**config.mk**
```make
export PLATFORM = sky130hd
export DESIGN_NAME = adl_fifo
export DESIGN_NICKNAME = d
export VERILOG_FILES = /design/src/rtl/core/adl_pkg.sv /design/src/rtl/core/adl_fifo.sv
export SDC_FILE = /design/constraint.sdc
export NUM_CORES = 1
export LEC_CHECK = 0
export BUFFER_PORTS_ARGS = -buffer_cell sky130_fd_sc_hd__buf_2
export CAP_MARGIN = 20
export CELL_PAD_IN_SITES_DETAIL_PLACEMENT = 1
export CELL_PAD_IN_SITES_GLOBAL_PLACEMENT = 2
export CORE_ASPECT_RATIO = 0.9
export CORE_MARGIN = 1.5
export CORE_UTILIZATION = 33
export DETAILED_ROUTE_END_ITERATION = 12
export PLACE_DENSITY = 0.85
export SLEW_MARGIN = 20
export SYNTH_ARGS = -nofsm -noshare
export SYNTH_HDL_FRONTEND = slang
export SYNTH_SLANG_ARGS = --single-unit
```
**constraint.sdc**
```tcl
create_clock -name clk -period 1.3 [get_ports clk]
set_input_delay 0.39 -clock clk [delete_from_list [all_inputs] [get_ports clk]]
set_output_delay 0.39 -clock clk [all_outputs]
set_load 0.1 [all_outputs]
```
**src/rtl/core/adl_pkg.sv**
```systemverilog
`timescale 1ns / 1ps
// ----------------------------------------------------------------------------
// adl_pkg
// Shared constants, register indexes and the command record for the audio
// delay line with crossfade.
// ----------------------------------------------------------------------------
package adl_pkg;

    localparam int RING_FRAMES_DEF    = 16384;
    localparam int MAX_CHANNELS_DEF   = 8;
    localparam int WEIGHT_ENTRIES_DEF = 1024;

    localparam int SAMPLE_W   = 24;
    localparam int DELAY_W    = 14;
    localparam int CHAN_OUT_W = 3;
    localparam int WEIGHT_W   = 16;
    localparam int TOTAL_W    = 32;
    localparam int CFG_IDX_W  = 3;
    localparam int CFG_DATA_W = 16;

    // Configuration register indexes
    localparam logic [CFG_IDX_W-1:0] CFG_CHANNEL_COUNT = 3'd0;
    localparam logic [CFG_IDX_W-1:0] CFG_SAMPLE_WIDTH  = 3'd1;
    localparam logic [CFG_IDX_W-1:0] CFG_MAX_DELAY     = 3'd2;
    localparam logic [CFG_IDX_W-1:0] CFG_FADE_LENGTH   = 3'd3;
    localparam logic [CFG_IDX_W-1:0] CFG_PHASE_STEP    = 3'd4;

    localparam logic [1:0] WIDTH_CODE_16 = 2'd2;

    // Unity weight in Q1.15
    localparam logic [WEIGHT_W-1:0] WEIGHT_ONE = 16'h8000;

    // One transfer's worth of work for the back end
    typedef struct packed {
        logic signed [SAMPLE_W-1:0] sample;
        logic                       narrow;
        logic [WEIGHT_W-1:0]        weight;
        logic                       zero_a;
        logic                       byp_a;
        logic                       zero_b;
        logic                       byp_b;
        logic [CHAN_OUT_W-1:0]      channel;
        logic                       adjusting;
        logic [DELAY_W-1:0]         delay;
        logic [TOTAL_W-1:0]         total;
        logic                       rejected;
    } adl_meta_t;

endpackage

```
**src/rtl/core/adl_fifo.sv**
```systemverilog
`timescale 1ns / 1ps
// ----------------------------------------------------------------------------
// adl_fifo
// Two-entry command queue between front and back end.
// ----------------------------------------------------------------------------
module adl_fifo
    import adl_pkg::*;
#(
    parameter int W = 8
)
(
    input  logic         clk,
    input  logic         rst_n,
    input  logic         push,
    input  logic [W-1:0] din,
    input  logic         pop,
    output logic [W-1:0] dout,
    output logic         full,
    output logic         avail,
    output logic [1:0]   level
);

    logic [W-1:0] mem_reg [2];
    logic         wptr_reg, rptr_reg;
    logic [1:0]   count_reg;

    assign dout  = mem_reg[rptr_reg];
    assign full  = (count_reg == 2'd2);
    assign avail = (count_reg != 2'd0);
    assign level = count_reg;

    always_ff @(posedge clk or negedge rst_n)
    begin
        if (!rst_n)
        begin
            wptr_reg  <= 1'b0;
            rptr_reg  <= 1'b0;
            count_reg <= 2'd0;
        end
        else
        begin
            if (push)
            begin
                wptr_reg <= !wptr_reg;
            end
            if (pop)
            begin
                rptr_reg <= !rptr_reg;
            end
            if (push && !pop)
            begin
                count_reg <= count_reg + 2'd1;
            end
            else if (pop && !push)
            begin
                count_reg <= count_reg - 2'd1;
            end
        end
    end

    always_ff @(posedge clk)
    begin
        if (push)
        begin
            mem_reg[wptr_reg] <= din;
        end
    end

endmodule

```
==> qor.csv, run 1 <==
stage;metric;value;unit
timing;max_freq;581;MHz
logic_synthesis;syn_inst;41;
logic_synthesis;synth.yosys.seq_area_share;0.751;
timing;finalSetupTns;-4.34;ns
logic_synthesis;yosys.area_share.simple;0.0405;
layout;antennaDiodeCount;0;
placement;hpwlAfterDp;1050;um
die;io_pins;24;
logic_synthesis;yosys_warnings;0;
setup_path;startpoint_type;register;
timing;fin_crit;1.72;ns
placement;port_buffers;23;
timing;hold_viol_final;0;
die;die_y;48.9;um
die;initial_core_util;0.351;
routing;wl;1330;um
layout;layout_common_cells;edfxtp_1 (16), buf_12 (12), buf_2 (11), mux2_4 (8), buf_6 (5);
die;std_cell_rows;16;
grt;grt_pass1_vias;478;
die;die_x;54.0;um
timing;period_share;1.32;
min_path;min_path_type;input pin to register;
layout;nFillCells;203;
routing;drc;0;
clock_network;cts.reportedPaths.clkPinSlew;0.11;ns
setup_path;end_kind;output port;
layout;final_common_cell;edfxtp_1;
placement;gp_congestion;0.603;
layout;final_cell_area;1250;um^2
grt;grt_pass1_wl;2150;um
logic_synthesis;avgSynthCellArea;18.9;um^2
timing;tightest_slew;0.388;ns
logic_synthesis;synth_xor_area_frac;0.0566;
outcome;outcome;finished with violations;
logic_synthesis;synth_compound_area_frac;0;
setup_path;crit_required;0.91;ns
die;die_area;2640;um^2
routing;drtIter0Drc;5;
routing;wire_per_inst;12.8;um
timing;skew;0.00661;ns
layout;final_net_count;91;
flow_run;cap_violations;0;
setup_path;path_class;register to output port;
routing;via_per_inst;4.48;
logic_synthesis;ys_types;13;
clock_network;htreeDepth;1;
layout;multi_input_area;211;um^2
logic_synthesis;synth-adder-area-share;0.0162;
clock_network;cts_tree;built;
die;core_area;2200;um^2
layout;seqCellArea;588;um^2
logic_synthesis;syn-cell-area;773;um^2
layout;syn2layout_area_growth;62.3;%
routing;vias;466;
setup_path;worstPathArrival;1.33;ns
placement;post-place-ws;-0.127;ns
clock_network;cts_buffers;3;
logic_synthesis;synth_top_area_frac;0.621;
timing;max_slew_margin;0.742;
timing;finalSetupViolCount;12;
outcome;violations;negative setup slack;
layout;drive_gt1_frac;0.610;
grt;overflow;0;
grt;grt_usage;0.116;
logic_synthesis;synth_top_family_by_area;multiplexers;
clock_network;clk_path_buf_depth;2;
timing;final-max-slew-violation-count;0;
logic_synthesis;synth_seq_cells;20;
clock_network;clock-sinks;20;
layout;utilization;0.570;
clock_network;root_buffer;clkbuf_4;
setup_path;path_max_fanout;5;
logic_synthesis;muxShareOfSynthArea;0.117;
logic_synthesis;yosysTopAreaCell;edfxtp_1;
placement;place_area;1150;um^2
logic_synthesis;synth_area_leaders;edfxtp_1 (62%), dfrtp_1 (13%), mux2_2 (12%);
timing;rsz0062_at_grt;yes;
routing;drtAntennaViolNets;0;
logic_synthesis;syn-num-nets;54;
routing;dr.pass1.iters;2;
timing;setup_ws;-0.422;ns
grt;antenna_found_initial;0;
clock_network;clock_latency;0.29;ns
layout;largest_reg_flops;16;
grt;grt_max_degree;12;
## synth_stat cells
| cell | number |
|---|---|
| mux2_2 | 8 |
| and2b_2 | 1 |
| inv_1 | 1 |
| xnor2_1 | 1 |
| or2_2 | 1 |
| buf_6 | 1 |
| ha_1 | 1 |
| dfrtp_1 | 4 |
| xor2_1 | 4 |
| and2_1 | 1 |
| nor2_1 | 1 |
| nor2b_1 | 1 |
| edfxtp_1 | 16 |
## worst paths after layout
path / start / end / slack, ns / depth (start not counted)
hold reg to reg: wptr_reg / wptr_reg / 0.51 / 1
hold / removal: din[5] / mem_reg[0][5] / 0.28 / 1
max in group asynchronous: rst_n / level[1] / 0.73 / 2
setup reg to reg: level[0] / level[1] / 0.09 / 5
setup / recovery: rptr_reg / dout[1] / -0.42 / 3
min in group asynchronous: rst_n / level[0] / 0.43 / 2
## metrics by stage
stage                     hold slack (ns)  std cells
after global placement              0.204         95
final                               0.283        104
after global routing                0.270        104
after detailed placement            0.203         95
after CTS                           0.276        103
after floorplan                    0.0944         41
## critical path, cell delays in order (launching register included)
cell	delay [ns]
dfrtp_1	0.42
buf_6	0.15
mux2_4	0.31
buf_12	0.17
## cell families after synthesis
logic type / Yosys count
flops: 20
mux: 8
xor+xnor: 5
simple gates: 5
buf+inv: 2
fa+ha+maj: 1
## layer usage
metal / vias to the layer above / global-route usage / part of all wire
met3: 2 / 0.0307 / 0.032
met1: 233 / 0.139 / 0.39
met4: 0 / 0.0625 / 0.017
li1: 220 / - / -
met5: - / 0 / 0
met2: 11 / 0.185 / 0.56
## what timing repair did
| action | 4_1_cts | 5_1_grt |
|---|---|---|
| setup endpoints to repair | 12 | 12 |
| hold endpoints to repair | 4 | 0 |
| setup buffers | 3 | 2 |
| pin swaps | 0 | 1 |
| cloned | 0 | 0 |
| hold buffers | 1 | 0 |
| resized for setup | 9 | 1 |
## layout make-up
class / count / area share
clock buffers: 4 / 0.0209
inverters: 1 / 0.00299
multi-input cells: 19 / 0.168
flip-flops and latches: 20 / 0.469
well taps: 27 / 0.0269
repair buffers: 33 / 0.312
Power of run 1 is left out: the tool's default activity adds up to more than one toggle a clock period on the data nets, which glitch-free logic cannot reach.
==> inputs of run 2 (changes only) <==
- clock period: 1.3 -> 1.7 ns (I/O delays scaled with it)
==> run 2 against run 1 <==
Compared with the run above:
- the flow still finishes with violations (negative setup slack)
- final cell count fell by 1.9%
- critical path depth did not move
- clock-buffer cell count fell by 1
- core utilization fell by 3.5 points
- flip-flop and latch count did not move
- hold slack improved by 0.11 ns
- critical endpoint is now dout[0]
==> qor.csv, run 2 (synthesis gave the netlist of run 1 again) <==
stage;metric;value;unit;change
outcome;outcome;finished with violations;;
outcome;violations;negative setup slack;;
timing;period_share;1.10;;
placement;port_buffers;23;;unchanged
clock_network;cts.reportedPaths.clkPinSlew;0.10;ns;about the same
layout;largest_reg_flops;16;;unchanged
die;io_pins;24;;unchanged
die;initial_core_util;0.351;;unchanged
clock_network;clk_path_buf_depth;2;;unchanged
placement;post-place-ws;-0.0475;ns;+0.0794 ns
routing;drtAntennaViolNets;0;;unchanged
timing;max_slew_margin;0.679;;-0.0623
die;die_y;48.9;um;unchanged
min_path;min_path_type;input pin to register;;
layout;final_common_cell;edfxtp_1;;
grt;grt_pass1_vias;499;;+4.4%
flow_run;cap_violations;0;;unchanged
placement;gp_congestion;0.626;;+3.9%
timing;finalSetupViolCount;8;;-4
die;std_cell_rows;16;;unchanged
setup_path;startpoint_type;register;;
grt;grt_max_degree;12;;unchanged
grt;grt_usage;0.124;;+0.00771
setup_path;reg2regPathDepth;1;;-4
timing;hold_viol_final;0;;unchanged
timing;setup_ws;-0.167;ns;+0.255 ns
routing;drc;0;;unchanged
routing;via_per_inst;4.55;;+1.5%
timing;rsz0062_at_grt;yes;;
clock_network;clock-sinks;20;;unchanged
layout;drive_gt1_frac;0.613;;+0.00294
timing;max_freq;536;MHz;
setup_path;path_class;register to output port;;
clock_network;root_buffer;clkbuf_4;;
setup_path;crit_required;1.19;ns;+0.28 ns
setup_path;end_kind;output port;;
timing;final-max-slew-violation-count;0;;unchanged
die;die_area;2640;um^2;unchanged
routing;vias;464;;-0.43%
setup_path;cpPeakStageDelay;0.43;ns;about the same
layout;nFillCells;221;;+8.9%
grt;antenna_found_initial;0;;unchanged
clock_network;cts_buffers;3;;unchanged
timing;fin_crit;1.87;ns;
layout;final_cell_area;1180;um^2;-6.1%
min_path;hold_depth;2;;+1
setup_path;path_buf_inv;2;;unchanged
clock_network;cts_tree;built;;
routing;wl;1400;um;+5.3%
clock_network;clock_latency;0.30;ns;about the same
grt;grt_pass1_wl;2260;um;+5.2%
timing;tightest_slew;0.484;ns;+0.0967 ns
setup_path;slowest_stage;dfrtp_2;;
setup_path;cp_cell_sequence;buf_6, mux2_4, buf_12;;
routing;wire_per_inst;13.7;um;+7.3%
layout;utilization;0.535;;-0.0347
layout;syn2layout_area_growth;52.4;%;
setup_path;path_max_fanout;5;;unchanged
layout;layout_common_cells;edfxtp_1 (16), buf_2 (13), buf_12 (9), mux2_4 (6), buf_4 (5);;
setup_path;critPathTopFamily;flip-flops;;
routing;dr.pass1.iters;2;;unchanged
die;core_area;2200;um^2;unchanged
setup_path;crit_cells;3;;unchanged
setup_path;worstPathArrival;1.36;ns;+0.03 ns
routing;drtIter0Drc;5;;unchanged
layout;final_net_count;89;;-2.2%
clock_network;htreeDepth;1;;unchanged
placement;place_area;945;um^2;-18%
layout;antennaDiodeCount;0;;unchanged
grt;overflow;0;;unchanged
timing;timing.hold.ws;0.392;ns;+0.109 ns
die;die_x;54.0;um;unchanged
timing;skew;0.00426;ns;-0.00236 ns
-- run 2: cell count changes in the layout (fill, tap and decap cells not counted) --
cell,before,now
buf_12,12,9
dfrtp_4,2,0
mux2_2,0,2
mux2_4,8,6
clkbuf_1,1,0
buf_6,5,3
dfrtp_1,2,1
buf_2,11,13
clkinv_1,0,1
buf_4,4,5
dfrtp_2,0,3
-- run 2: timing repair --
item                                    4_1_cts  5_1_grt
hold endpoints to repair                      4        0
setup buffers                                 3        2
pin swaps                                     1        0
hold buffers                                  1        0
gates resized for setup                      38        8
endpoints found under the setup margin       10       11
-- run 2: stage by stage --
step,setup TNS (ns),instances
6_report,-1.23,102
5_1_grt,-1.59,102
4_1_cts,-1.26,100
3_5_place_dp,-0.261,92
3_3_place_gp,-0.183,92
2_1_floorplan,-0.0392,41
-- run 2: area by class of cell --
cell class / count / area [um^2] / share of cell area
clock inverter: 1 / 3.75 / 0.00318
inverter: 1 / 3.75 / 0.00318
multi-input combinational: 19 / 204 / 0.173
sequential: 20 / 584 / 0.496
clock buffer: 3 / 22.5 / 0.0191
timing repair buffer: 31 / 327 / 0.277
tap: 27 / 33.8 / 0.0287
-- run 2: path summary, 6_finish.rpt --
| path | from | to | slack [ns] |
|---|---|---|---|
| setup / recovery | rptr_reg | dout[0] | -0.17 |
| hold reg to reg | wptr_reg | wptr_reg | 0.51 |
| min in group asynchronous | rst_n | level[1] | 0.52 |
| setup reg to reg | wptr_reg | mem_reg[1][5] | 0.60 |
| max in group asynchronous | rst_n | rptr_reg | 1.04 |
| hold / removal | pop | rptr_reg | 0.39 |
-- run 2: metal layers --
metal / share of wire / track usage
met5: 0 / 0
met2: 0.49 / 0.203
met1: 0.42 / 0.141
met4: 0.022 / 0.0750
met3: 0.064 / 0.0276
Power of run 2 is left out for the same reason.
